===== src/rtl/sthc_pkg.sv =====
// ----------------------------------------------------------------------------
// Strip hit clusterer package
// Shared widths, constants and the sequencer state type.
// ----------------------------------------------------------------------------
package sthc_pkg;

  localparam int unsigned PORT_STRIP_W = 12;
  localparam int unsigned LAYER_W      = 5;
  localparam int unsigned TOWER_W      = 4;
  localparam int unsigned TOT_W        = 10;
  localparam int unsigned CFG_W        = 6;
  localparam int unsigned ID_W         = 16;

  localparam logic [CFG_W-1:0] LAYER_COUNT_RESET = 6'd16;
  localparam logic [ID_W-1:0]  ID_MAX            = 16'hFFFF;

  typedef enum logic [2:0] {
    ST_IDLE,
    ST_INSERT,
    ST_PLACE,
    ST_SCAN0,
    ST_LOAD,
    ST_SCAN,
    ST_FINAL
  } state_e;

endpackage


===== src/rtl/sthc_ram.sv =====
// ----------------------------------------------------------------------------
// Generic simple dual-port RAM
// One write port, one read port, read data registered.
// ----------------------------------------------------------------------------
module sthc_ram #(
  parameter int unsigned Width = 12,
  parameter int unsigned Depth = 64
) (
  input  logic                     clk_i,
  input  logic                     we_i,
  input  logic [$clog2(Depth)-1:0] waddr_i,
  input  logic [Width-1:0]         wdata_i,
  input  logic [$clog2(Depth)-1:0] raddr_i,
  output logic [Width-1:0]         rdata_o
);

  logic [Width-1:0] mem_q [Depth];

  always_ff @(posedge clk_i) begin
    if (we_i) begin
      mem_q[waddr_i] <= wdata_i;
    end
    rdata_o <= mem_q[raddr_i];
  end

endmodule


===== src/rtl/sthc_cmp.sv =====
// ----------------------------------------------------------------------------
// Strip compare unit
// Shared magnitude compare: a > b, or a > b + 1 for adjacency tests.
// ----------------------------------------------------------------------------
module sthc_cmp #(
  parameter int unsigned Width = 12
) (
  input  logic [Width-1:0] a_i,
  input  logic [Width-1:0] b_i,
  input  logic             inc_i,
  output logic             gt_o
);

  logic [Width:0] b_ext;

  // one extra bit so that b + 1 cannot wrap
  assign b_ext = {1'b0, b_i} + {{Width{1'b0}}, inc_i};
  assign gt_o  = {1'b0, a_i} > b_ext;

endmodule


===== src/rtl/strip_hit_clusterer_unit.sv =====
// ----------------------------------------------------------------------------
// Strip hit clusterer
// Sorts the hits of one layer into a store by insertion, then walks the
// store and emits one cluster per run of adjacent strips.
// ----------------------------------------------------------------------------
//  channel  | direction | handshake              | content
//  ---------+-----------+------------------------+------------------------------
//  hit in   | input     | in_valid_i/in_ready_o  | strip, layer, view, tower, tot
//  cluster  | output    | out_valid_o/out_ready_i| id, plane, strips, flags
//  config   | input     | cfg_we_i               | layer_count
//
//  A hit into an empty or a full store is handled in ST_IDLE alone; otherwise
//  ST_INSERT does one RAM read and shift per stored entry above it, then
//  writes the hit, or ST_PLACE does if it belongs below every entry.
//  After the last hit: set-up in ST_SCAN0 and ST_LOAD, then one stored entry
//  per cycle in ST_SCAN, held while a new cluster waits on out_ready_i.
//  in_ready_o is high only while the sequencer is idle; a finished cluster
//  may still wait in the output register meanwhile.
//  Reset clears the counters and flags; store contents need no clearing.
// ----------------------------------------------------------------------------
module strip_hit_clusterer_unit
  import sthc_pkg::*;
#(
  parameter int unsigned MAX_HITS   = 64,
  parameter int unsigned STRIP_BITS = 12
) (
  input  logic                    clk_i,
  input  logic                    rst_ni,
  // configuration
  input  logic                    cfg_we_i,
  input  logic [CFG_W-1:0]        cfg_wdata_i,
  // hit input
  input  logic                    in_valid_i,
  output logic                    in_ready_o,
  input  logic [PORT_STRIP_W-1:0] strip_i,
  input  logic [LAYER_W-1:0]      layer_number_i,
  input  logic                    view_select_i,
  input  logic [TOWER_W-1:0]      tower_number_i,
  input  logic [TOT_W-1:0]        charge_tot_i,
  input  logic                    last_hit_i,
  input  logic                    new_event_i,
  // cluster output
  output logic                    out_valid_o,
  input  logic                    out_ready_i,
  output logic [ID_W-1:0]         cluster_id_o,
  output logic                    view_out_o,
  output logic [LAYER_W-1:0]      plane_number_o,
  output logic [PORT_STRIP_W-1:0] strip_low_o,
  output logic [PORT_STRIP_W-1:0] strip_high_o,
  output logic [TOT_W-1:0]        tot_out_o,
  output logic [TOWER_W-1:0]      tower_out_o,
  output logic                    hits_dropped_o,
  output logic                    last_cluster_o
);

  localparam int unsigned AW = $clog2(MAX_HITS);
  localparam int unsigned CW = $clog2(MAX_HITS + 1);
  localparam int unsigned SW = STRIP_BITS;
  localparam logic [CW-1:0] FULL = CW'(MAX_HITS);

  state_e state_q, state_d;

  logic [CFG_W-1:0] cfg_q;
  logic [CW-1:0]    count_q, count_d;
  logic             ovf_q, ovf_d;
  logic [ID_W-1:0]  ctr_q, ctr_d;
  logic [AW-1:0]    idx_q, idx_d;
  logic [SW-1:0]    s_q, s_d;
  logic [SW-1:0]    lo_q, lo_d, hi_q, hi_d;
  logic             view_q, last_q;
  logic [LAYER_W-1:0] layer_q;
  logic [TOWER_W-1:0] tower_q;
  logic [TOT_W-1:0]   tot_q;

  logic                    out_valid_q;
  logic [ID_W-1:0]         id_q;
  logic                    oview_q, drop_q, olast_q;
  logic [LAYER_W-1:0]      plane_q;
  logic [PORT_STRIP_W-1:0] olo_q, ohi_q;
  logic [TOT_W-1:0]        otot_q;
  logic [TOWER_W-1:0]      otower_q;

  // RAM and compare unit hookup
  logic          ram_we;
  logic [AW-1:0] ram_waddr, ram_raddr;
  logic [SW-1:0] ram_wdata, ram_rdata;
  logic [SW-1:0] cmp_b;
  logic          cmp_inc, cmp_gt;

  logic             accept;
  logic             slot_free;
  logic             emit, emit_last;
  logic [SW-1:0]    emit_lo, emit_hi;
  logic [SW-1:0]    strip_kept;
  logic [SW+PORT_STRIP_W-1:0] strip_ext, lo_ext, hi_ext;

  assign strip_ext  = {{SW{1'b0}}, strip_i};
  assign strip_kept = strip_ext[SW-1:0];

  assign in_ready_o = (state_q == ST_IDLE);
  assign accept     = in_valid_i & in_ready_o;
  assign slot_free  = ~out_valid_q | out_ready_i;

  sthc_ram #(
    .Width(SW),
    .Depth(MAX_HITS)
  ) u_store (
    .clk_i  (clk_i),
    .we_i   (ram_we),
    .waddr_i(ram_waddr),
    .wdata_i(ram_wdata),
    .raddr_i(ram_raddr),
    .rdata_o(ram_rdata)
  );

  sthc_cmp #(
    .Width(SW)
  ) u_cmp (
    .a_i  (ram_rdata),
    .b_i  (cmp_b),
    .inc_i(cmp_inc),
    .gt_o (cmp_gt)
  );

  // scan compares against hi + 1, insertion against the new strip
  assign cmp_inc = (state_q == ST_SCAN);
  assign cmp_b   = (state_q == ST_SCAN) ? hi_q : s_q;

  always_comb begin
    state_d   = state_q;
    count_d   = count_q;
    ovf_d     = ovf_q;
    ctr_d     = ctr_q;
    idx_d     = idx_q;
    s_d       = s_q;
    lo_d      = lo_q;
    hi_d      = hi_q;
    ram_we    = 1'b0;
    ram_waddr = idx_q;
    ram_wdata = s_q;
    ram_raddr = idx_q;
    emit      = 1'b0;
    emit_last = 1'b0;
    emit_lo   = lo_q;
    emit_hi   = hi_q;

    unique case (state_q)
      ST_IDLE: begin
        if (accept) begin
          s_d = strip_kept;
          if (new_event_i) begin
            ctr_d = '0;
          end
          if (count_q >= FULL) begin
            ovf_d   = 1'b1;
            state_d = last_hit_i ? ST_SCAN0 : ST_IDLE;
          end else if (count_q == '0) begin
            ram_we    = 1'b1;
            ram_waddr = '0;
            ram_wdata = strip_kept;
            count_d   = count_q + CW'(1);
            state_d   = last_hit_i ? ST_SCAN0 : ST_IDLE;
          end else begin
            idx_d     = AW'(count_q);
            ram_raddr = AW'(count_q - CW'(1));
            state_d   = ST_INSERT;
          end
        end
      end

      ST_INSERT: begin
        ram_we    = 1'b1;
        ram_waddr = idx_q;
        if (cmp_gt) begin
          // shift the larger entry up one place
          ram_wdata = ram_rdata;
          idx_d     = idx_q - AW'(1);
          ram_raddr = idx_q - AW'(2);
          if (idx_q == AW'(1)) begin
            state_d = ST_PLACE;
          end
        end else begin
          ram_wdata = s_q;
          count_d   = count_q + CW'(1);
          state_d   = last_q ? ST_SCAN0 : ST_IDLE;
        end
      end

      ST_PLACE: begin
        ram_we    = 1'b1;
        ram_waddr = idx_q;
        ram_wdata = s_q;
        count_d   = count_q + CW'(1);
        state_d   = last_q ? ST_SCAN0 : ST_IDLE;
      end

      ST_SCAN0: begin
        ram_raddr = '0;
        state_d   = ST_LOAD;
      end

      ST_LOAD: begin
        lo_d = ram_rdata;
        hi_d = ram_rdata;
        if (count_q == CW'(1)) begin
          state_d = ST_FINAL;
        end else begin
          idx_d     = AW'(1);
          ram_raddr = AW'(1);
          state_d   = ST_SCAN;
        end
      end

      ST_SCAN: begin
        // hold the read address while a new cluster waits for the busy cluster register
        if (!(cmp_gt && !slot_free)) begin
          if (cmp_gt) begin
            emit = 1'b1;
            lo_d = ram_rdata;
          end
          hi_d = ram_rdata;
          if (CW'(idx_q) + CW'(1) == count_q) begin
            state_d = ST_FINAL;
          end else begin
            idx_d     = idx_q + AW'(1);
            ram_raddr = idx_q + AW'(1);
          end
        end
      end

      ST_FINAL: begin
        if (slot_free) begin
          emit      = 1'b1;
          emit_last = 1'b1;
          count_d   = '0;
          ovf_d     = 1'b0;
          state_d   = ST_IDLE;
        end
      end

      default: begin
        state_d = ST_IDLE;
      end
    endcase

    if (emit && ctr_q != ID_MAX) begin
      ctr_d = ctr_q + ID_W'(1);
    end
  end

  assign lo_ext = {{PORT_STRIP_W{1'b0}}, emit_lo};
  assign hi_ext = {{PORT_STRIP_W{1'b0}}, emit_hi};

  always_ff @(posedge clk_i or negedge rst_ni) begin
    if (!rst_ni) begin
      state_q     <= ST_IDLE;
      cfg_q       <= LAYER_COUNT_RESET;
      count_q     <= '0;
      ovf_q       <= 1'b0;
      ctr_q       <= '0;
      idx_q       <= '0;
      out_valid_q <= 1'b0;
    end else begin
      state_q     <= state_d;
      count_q     <= count_d;
      ovf_q       <= ovf_d;
      ctr_q       <= ctr_d;
      idx_q       <= idx_d;
      out_valid_q <= emit | (out_valid_q & ~out_ready_i);
      if (cfg_we_i) begin
        cfg_q <= cfg_wdata_i;
      end
    end
  end

  always_ff @(posedge clk_i) begin
    s_q  <= s_d;
    lo_q <= lo_d;
    hi_q <= hi_d;
    if (accept) begin
      view_q  <= view_select_i;
      layer_q <= layer_number_i;
      tower_q <= tower_number_i;
      tot_q   <= charge_tot_i;
      last_q  <= last_hit_i;
    end
    if (emit) begin
      id_q     <= ctr_q;
      oview_q  <= view_q;
      plane_q  <= cfg_q[LAYER_W-1:0] - layer_q - LAYER_W'(1);
      olo_q    <= lo_ext[PORT_STRIP_W-1:0];
      ohi_q    <= hi_ext[PORT_STRIP_W-1:0];
      otot_q   <= tot_q;
      otower_q <= tower_q;
      drop_q   <= ovf_q;
      olast_q  <= emit_last;
    end
  end

  assign out_valid_o    = out_valid_q;
  assign cluster_id_o   = id_q;
  assign view_out_o     = oview_q;
  assign plane_number_o = plane_q;
  assign strip_low_o    = olo_q;
  assign strip_high_o   = ohi_q;
  assign tot_out_o      = otot_q;
  assign tower_out_o    = otower_q;
  assign hits_dropped_o = drop_q;
  assign last_cluster_o = olast_q;

endmodule


===== config.mk =====
export PLATFORM = sky130hd
export DESIGN_NAME = strip_hit_clusterer_unit
export DESIGN_NICKNAME = d
export VERILOG_FILES = /design/src/rtl/sthc_pkg.sv /design/src/rtl/sthc_ram.sv /design/src/rtl/sthc_cmp.sv /design/src/rtl/strip_hit_clusterer_unit.sv
export SDC_FILE = /design/constraint.sdc
export NUM_CORES = 1
export LEC_CHECK = 0
export ABC_AREA = 1
export ABC_CLOCK_PERIOD_IN_PS = 6100
export BUFFER_PORTS_ARGS = -buffer_cell sky130_fd_sc_hd__buf_2
export CAP_MARGIN = 20
export CELL_PAD_IN_SITES_DETAIL_PLACEMENT = 0
export CELL_PAD_IN_SITES_GLOBAL_PLACEMENT = 2
export CORE_UTILIZATION = 43
export DETAILED_ROUTE_END_ITERATION = 12
export HOLD_SLACK_MARGIN = 0.06
export PLACE_DENSITY = 0.8
export SLEW_MARGIN = 30
export SYNTH_ARGS = -nofsm -noshare
export SYNTH_HDL_FRONTEND = slang
export SYNTH_HIERARCHICAL = 1
export SYNTH_SLANG_ARGS = --single-unit

===== constraint.sdc =====
create_clock -name clk_i -period 6.1 [get_ports clk_i]
set_clock_uncertainty 0.2 [all_clocks]
set_input_delay 0.61 -clock clk_i [delete_from_list [all_inputs] [get_ports clk_i]]
set_output_delay 0.61 -clock clk_i [all_outputs]
set_load 0.01 [all_outputs]

======== Word-level counts from Yosys, hierarchy flattened ========
Memory sizes are Yosys's and may differ from the RTL's. A register that Yosys moved wholly into a read port is not among the register bits.
Index checks and enable logic that the tools add are counted.
word-level totals
  input bits .............................. 45
  latch bits .............................. 0
  RAM bits ................................ 768
  memories kept ........................... 1
  word-level logic and storage cells ...... 150
  bits in read-only memories .............. 0
  bits in registers ....................... 158
operators by class
  shift operators ......................... 0
  reductions and logical operators ........ 21
  add/sub/neg operators ................... 10
  muxes and demuxes ....................... 64
  div/mod/pow operators ................... 0
  equality and inequality tests ........... 22
  $mul .................................... 0
  magnitude comparators ................... 2
  bitwise operators ....................... 6
memories
  name           depth  bits a word  rd ports  clocked after Yosys merged registers in  wr ports  RTL line        text
  u_store.mem_q  64     12           1         1                                        1         sthc_ram.sv:17  logic [Width-1:0] mem_q [Depth];
operator list
  kind                   count
  $mux 12                8
  $mux 6                 15
  $pmux 12 s2            3
  $mux 16                4
  $mux 7                 5
  $pmux 6 s5             1
  $pmux 7 s4             1
  $pmux 6 s4             1
  $pmux 3 s7             1
  $mux 3                 6
  $add 16x1->16 const B  1
  $ne 16x16->1 const B   1
  $ne 2x2->1 const B     8
  $add 12x1->13          1
  $gt 12x13->1           1
  $sub 6x1->6 const B    2
  $mux 1                 11
  $mux 2                 5
  $reduce_and 5->1       2
  $reduce_bool 2->1      5
  $eq 3x3->1 const B     3
  $reduce_bool 4->1      2
  $add 6x1->7 const B    1
  $add 7x1->7 const B    1
  25 further kinds       36

======== Logic depth before layout (Yosys ltp) ========
  depth after elaboration ................. 10
  depth in mapped cells ................... 40
  depth with buffers taken out ............ 36

======== Cells and area by module ========
Netlist, hierarchy kept.
by module, submodules not included
  module                    area each (um^2)  seq. area each (um^2)  cells an instance  times used
  sthc_ram                  31675.4           23302.3                2661               1
  strip_hit_clusterer_unit  7334.5            4550.6                 710                1
  sthc_cmp                  581.8             0.0                    86                 1

======== Worst setup path after synthesis ========
No wires, ideal clock.
  path kind ............................... register to register
  start ................................... reg state_q[1]
  end ..................................... mem u_store.mem_q[0][2], data pin
  setup time .............................. 542 ps
  arrival ................................. 4865 ps
  clock period less this slack ............ 5607 ps
  cell stages (with the launch flop) ...... 23
  required time ........................... 5358 ps
  slack ................................... 493 ps
  path buffers ............................ 2
  cell sequence ........................... dfrtp_1 > nor2_4 > nand2_2 > inv_2 > buf_1 > ha_1 > nand2_2 > nor2_4 > nand2_2 > nor3b_2 > xnor2_1 > ha_1 > and3_1 > nand3_1 > nand2_1 > nor2_1 > nor2_1 > clkbuf_1 > inv_1 > nor2_8 > inv_1 > nand2_1 > o211ai_1
on the way
  word-level cells in the longest chain between the ends .. 6
  elaborated cells between the ends (all ways) .. 10
  classes of those cells .................. 1 x add/sub; 1 x order compare; 2 x eq/ne; 4 x mux; 1 x bitwise; 1 x reduce/logical
RTL lines
  what                      RTL line                         text
  start: declaration        strip_hit_clusterer_unit.sv:61   state_e state_q, state_d;
  start signal: assignment  strip_hit_clusterer_unit.sv:264  state_q <= state_d;
  $eq 3x3->1 (*)            strip_hit_clusterer_unit.sv:126  assign cmp_inc = (state_q == ST_SCAN);
  named net cmp_inc         strip_hit_clusterer_unit.sv:88   logic cmp_inc, cmp_gt;
  $mux 12                   strip_hit_clusterer_unit.sv:127  assign cmp_b = (state_q == ST_SCAN) ? hi_q : s_q;
  $add 12x1->13 (*)         sthc_cmp.sv:17                   assign b_ext = {1'b0, b_i} + {{Width{1'b0}}, inc_i};
  $gt 12x13->1 (*)          sthc_cmp.sv:18                   assign gt_o = {1'b0, a_i} > b_ext;
  named net cmp_gt          strip_hit_clusterer_unit.sv:88
  $mux 12 (*)               strip_hit_clusterer_unit.sv:174  if (cmp_gt) begin
  $pmux 12 s2 (*)           strip_hit_clusterer_unit.sv:147  unique case (state_q)
  named net ram_wdata[2]    strip_hit_clusterer_unit.sv:86   logic [SW-1:0] ram_wdata, ram_rdata;
  end: declaration          sthc_ram.sv:17
Mark *: on every way through the listed nets, which the timed path passes. The rest lies on a longest branch.

======== Final worst setup path ========
  start ................................... reg state_q[2]
  end ..................................... reg u_store.rdata_o[0] (read register of u_store.mem_q)
on the way
  word-level cells in the longest chain between the ends .. 7
  elaborated cells between the ends (all ways) .. 14
  classes of those cells .................. 1 x add/sub; 1 x order compare; 4 x eq/ne; 5 x mux; 1 x bitwise; 2 x reduce/logical
RTL lines
  what                    RTL line                         text
  $eq 3x3->1 (*)          strip_hit_clusterer_unit.sv:127
  $mux 12 (*)             strip_hit_clusterer_unit.sv:127
  named net cmp_b[0]      strip_hit_clusterer_unit.sv:87   logic [SW-1:0] cmp_b;
  $add 12x1->13 (*)       sthc_cmp.sv:17
  $gt 12x13->1 (*)        sthc_cmp.sv:18
  named net cmp_gt        strip_hit_clusterer_unit.sv:88
  $logic_and 1x1->1       strip_hit_clusterer_unit.sv:216  if (!(cmp_gt && !slot_free)) begin
  $mux 6                  --
  $pmux 6 s5 (*)          strip_hit_clusterer_unit.sv:147
  named net ram_raddr[1]  strip_hit_clusterer_unit.sv:85   logic [AW-1:0] ram_waddr, ram_raddr;
  end: declaration        sthc_ram.sv:14                   output logic [Width-1:0] rdata_o
Marked as above.
A chain may end at the register's enable or synchronous reset.

==> impl_summary.txt <==
----------------------------------------------------
[Hold path]
  WHS Path Cells ... 4
  Hold Path End ... ctr_q[12]$_DFFE_PN0P_
  HP Start ... new_event_i
  Class of the tightest hold or removal check ... input port to register

[Cells and area]
  Layout area overhead ... 16.1%
  Final instance area ... around 46000 sq um
  Non-filler cells in the finished layout ... 4934
  Share of cells above drive strength 1 ... 0.131
  Highest-count cells in the layout ignoring fill and taps ... nand2_1 (1177), edfxtp_1 (887), nand3_1 (715), buf_4 (112), clkbuf_16 (107)
  Most frequent standard cell in the layout excluding fill and tap cells ... nand2_1
  Filler cell count in the final layout ... around 7900
  Total Nets Final ... 3744

[Place]
  # port buffers ... 107
  Final HPWL from detailed placement ... 62700 microns
  Number of placed instances with taps included ... 4694
  Post-Place Cell Area ... 41900 sq um
  RD Place Congestion ... between 0.8 and 0.9

[Critical path]
  Worst R2R Path Depth ... 35
  Crit path capture type ... register
  Worst r2r src ... state_q[2]$_DFFE_PN0P_
  Crit start category ... register
  Data required, critical path ... 6.44 ns
  Crit path kind ... register to register
  Peak fanout along the critical path ... 27
  Worst setup path startpoint ... state_q[2]$_DFFE_PN0P_
  Critical path's largest stage delay ... approximately 0.43 ns
  Setup slack of the worst register-to-register path ... 0.37 ns
  Family with the most delay on the worst path ... simple AND/OR/NAND/NOR gates
  Reg-to-Reg End ... u_store/rdata_o[0]$_DFF_P_
  Buffering stage count on the worst path with inverters included ... 6
  WP data arrival ... around 6 ns
  Most Frequent Cell on Critical Path ... nand2_1
  Slowest stage cell, crit path ... dfrtp_1

[Drt]
  DRC violation count after routing ... 0
  Detailed Routing Iterations Pass 1 ... 8
  Violation count after the first detailed-routing iteration ... 2532
  Drt total wl ... between 100000 and 150000 microns
  Routed vias ... between 20000 and 30000
  Number of vias per cell after detailed routing ... 5.37
  Count of antenna-violating nets left after detailed routing ... 0
  Per-cell routed wire length ... 21.6 microns

[Timing]
  Ratio of final minimum period to clock period ... 0.939
  Actual slew at the worst max-slew pin ... ~1 ns
  Max-slew headroom ... 0.333
  Shortest clock period the worst path allows after layout ... about 5.7 ns
  Highest attainable clock frequency ... about 170 MHz
  Total of endpoints with negative setup slack in the final report ... 0
  Final hold violation count ... 0
  Number of slew-limit violations in the final report ... 0

[Floorplan]
  Row count ... 110
  Starting Density ... 0.437
  Number of I/O pins ... 109
  Horizontal extent of the die ... between 300 and 400 microns
  Die ar. ... slightly above 90000 sq um
  Placeable core region ... ~91000 sq um
  Die Height ... ~310 microns

[Global route]
  Initial antenna violation count ... 1
  Vias in the first global route ... 25289
  Global-route wire length before repair ... approximately 160000 microns
  Maximum number of pins on one net before global-route repair ... around 140
  Global route overflow ... 0
  Global routing usage summed across all routing layers ... 0.220

[Synthesis]
  Synthesized netlist cell count ... between 3000 and 4000
  Per-instance average area after synthesis ... 11.5 sq um
  Area fraction in and, or, nand and nor cells after synthesis ... 0.229
  Number of enable-type register cells in the synthesized netlist ... about 890
  Post-synthesis async set-or-reset flop share ... 0.0416
  Netlist Area Pre-Place ... 39600 sq um
  Dominant combinational cell family by area after synthesis ... simple AND/OR/NAND/NOR gates
  Multiplexer area fraction after synthesis ... 0.00142
  Parity-gate share of the synthesized area counting xor and xnor cells ... 0.00531
  Ys flop type ... edfxtp_1
  Complex-gate fraction of the synthesized area ... 0.0125
  Post-synth net total ... ~3500
  Number of different library cells in the post-synthesis netlist ... between 50 and 60
  Post-synthesis adder-cell area fraction ... 0.00935
  Share of synthesized area occupied by flip-flops and latches ... 0.704
  Yosys warning count ... 6
  Count of state elements after synthesis ... ~940

[Clocking]
  Count of buffers added by post-CTS timing repair for setup ... 0
  Clock-pin slew reported for the worst setup and hold paths after clock tree synthesis ... 0.06 ns
  CTS H-tree lvls ... 3
  Bufs on Longest Clock Path ... 3
  CTS Root Cell ... clkbuf_16
  Number of clock sinks ... between 900 and 1000
  TritonCTS clock tree ... yes
  Number of clock buffers inserted by TritonCTS ... 100
  Later-pin clock latency in the skew report ... between 0.6 and 0.7 ns

[Flow run]
  Max-capacitance violation count ... 0

[Run status]
  Status ... finished clean

----------------------------------------------------
==> metal layers <==
layer	GRT usage	share of wire	vias to the layer above
met5	0	0	-
met4	0.0685	0.028	0
met3	0.0300	0.061	165
met2	0.355	0.47	864
met1	0.310	0.44	12932
li1	-	-	12523
==> worst reg2reg max path: cells and delay by family (launching register included) <==
| kind | cells | cell delay, ns |
|---|---|---|
| XOR/XNOR | 1 | 0.10 |
| flip-flops | 1 | 0.43 |
| AO/OA/AOI/OAI | 1 | 0.16 |
| buffers and inverters | 6 | 1.10 |
| adder cells (fa/ha/maj) | 2 | 0.54 |
| AND/OR/NAND/NOR | 25 | 3.06 |
==> cell families after synthesis <==
kind of cell             after synthesis
multiplexers                           5
XOR/XNOR                              24
AO/OA/AOI/OAI                         83
buffers and inverters                286
flip-flops                           938
AND/OR/NAND/NOR                     2092
adder cells (fa/ha/maj)               29
==> sequential cells by signal (all words and copies together) (netlist names), 3 cells and up <==
register and flops:
cfg_q 5, cluster_id_o 16, count_q 7, ctr_q 16
emit_hi 12, emit_lo 12, idx_q 6, layer_q 5
plane_number_o 5, s_q 12, state_q 3, strip_high_o 12
strip_low_o 12, tot_out_o 10, tot_q 10, tower_out_o 4
tower_q 4, u_store/mem_q 768, u_store/rdata_o 12
==> synth_stat cells, types with 2 or more instances <==
| cell type | count | share of area |
|---|---|---|
| mux2_2 | 5 | 0.0014 |
| or2_2 | 3 | 0.00047 |
| nor2_4 | 6 | 0.0017 |
| o31ai_1 | 4 | 0.00076 |
| buf_4 | 17 | 0.0032 |
| clkinv_1 | 2 | 0.00019 |
| buf_1 | 10 | 0.00095 |
| nand3_2 | 2 | 0.00051 |
| buf_2 | 86 | 0.011 |
| nand3_1 | 727 | 0.092 |
| nand3b_1 | 3 | 0.00057 |
| nor3_2 | 4 | 0.0010 |
| nor4_1 | 10 | 0.0016 |
| ha_1 | 28 | 0.0088 |
| nand4_1 | 23 | 0.0036 |
| o21ai_0 | 32 | 0.0040 |
| nand2_2 | 11 | 0.0017 |
| a21oi_1 | 22 | 0.0028 |
| clkbuf_1 | 30 | 0.0028 |
| a31oi_1 | 2 | 0.00032 |
| o21ai_1 | 5 | 0.00063 |
| buf_6 | 38 | 0.011 |
| nor2_1 | 104 | 0.0099 |
| xor2_1 | 17 | 0.0038 |
| nor3_1 | 13 | 0.0016 |
| dfrtp_1 | 38 | 0.024 |
| edfxtp_1 | 887 | 0.67 |
| inv_1 | 83 | 0.0079 |
| nor2_2 | 2 | 0.00032 |
| xnor2_1 | 7 | 0.0015 |
| o211ai_1 | 3 | 0.00057 |
| dfxtp_1 | 12 | 0.0061 |
| o22ai_1 | 7 | 0.0011 |
| nand2_1 | 1177 | 0.11 |
| inv_2 | 16 | 0.0015 |
==> per-stage QoR <==
stage | setup WS (ns) | util | setup TNS, ns | hold slack, ns
floorplan | 0.493 | - | 0 | 0.114
global placement | 0.172 | 0.462 | 0 | 0.201
detailed placement | 0.218 | 0.462 | 0 | 0.205
CTS | 0.167 | 0.505 | 0 | 0.0660
global route | -0.00520 | 0.508 | -0.00520 | 0.113
finish | 0.372 | 0.508 | 0 | 0.119
==> layout make-up <==
type / instances / area, sq um / area share
Antenna cell: 2 / 5.00 / 0.000109
Multi-Input combinational cell: 2233 / 10300 / 0.224
Sequential cell: 938 / 27900 / 0.606
Tap cell: 1176 / 1470 / 0.0320
Timing Repair Buffer: 294 / 2490 / 0.0543
Clock inverter: 69 / 782 / 0.0170
Clock buffer: 119 / 2620 / 0.0569
Inverter: 103 / 438 / 0.00953
==> timing repair <==
action	CTS	global route
endpoints found under the setup margin	0	12
endpoints found under the hold margin	76	0
hold buffers	44	0
resized for setup	0	20
==> how the worst max path moves through the flow <==
stage | slack (ns) | depth (start not counted) | end
final | 0.37 | 35 | u_store/rdata_o[0]$_DFF_P_
after global routing | -0.005 | 35 | u_store/rdata_o[4]$_DFF_P_
after CTS | 0.17 | 35 | u_store/rdata_o[6]$_DFF_P_
after detailed placement | 0.22 | 35 | u_store/rdata_o[6]$_DFF_P_
after global placement | 0.17 | 35 | u_store/rdata_o[6]$_DFF_P_
after floorplan | 0.49 | 22 | u_store/mem_q[0][2]$_DFFE_PP_
Power is left out: the tool's default activity adds up to more than one toggle a clock period on the data nets, which glitch-free logic cannot reach.
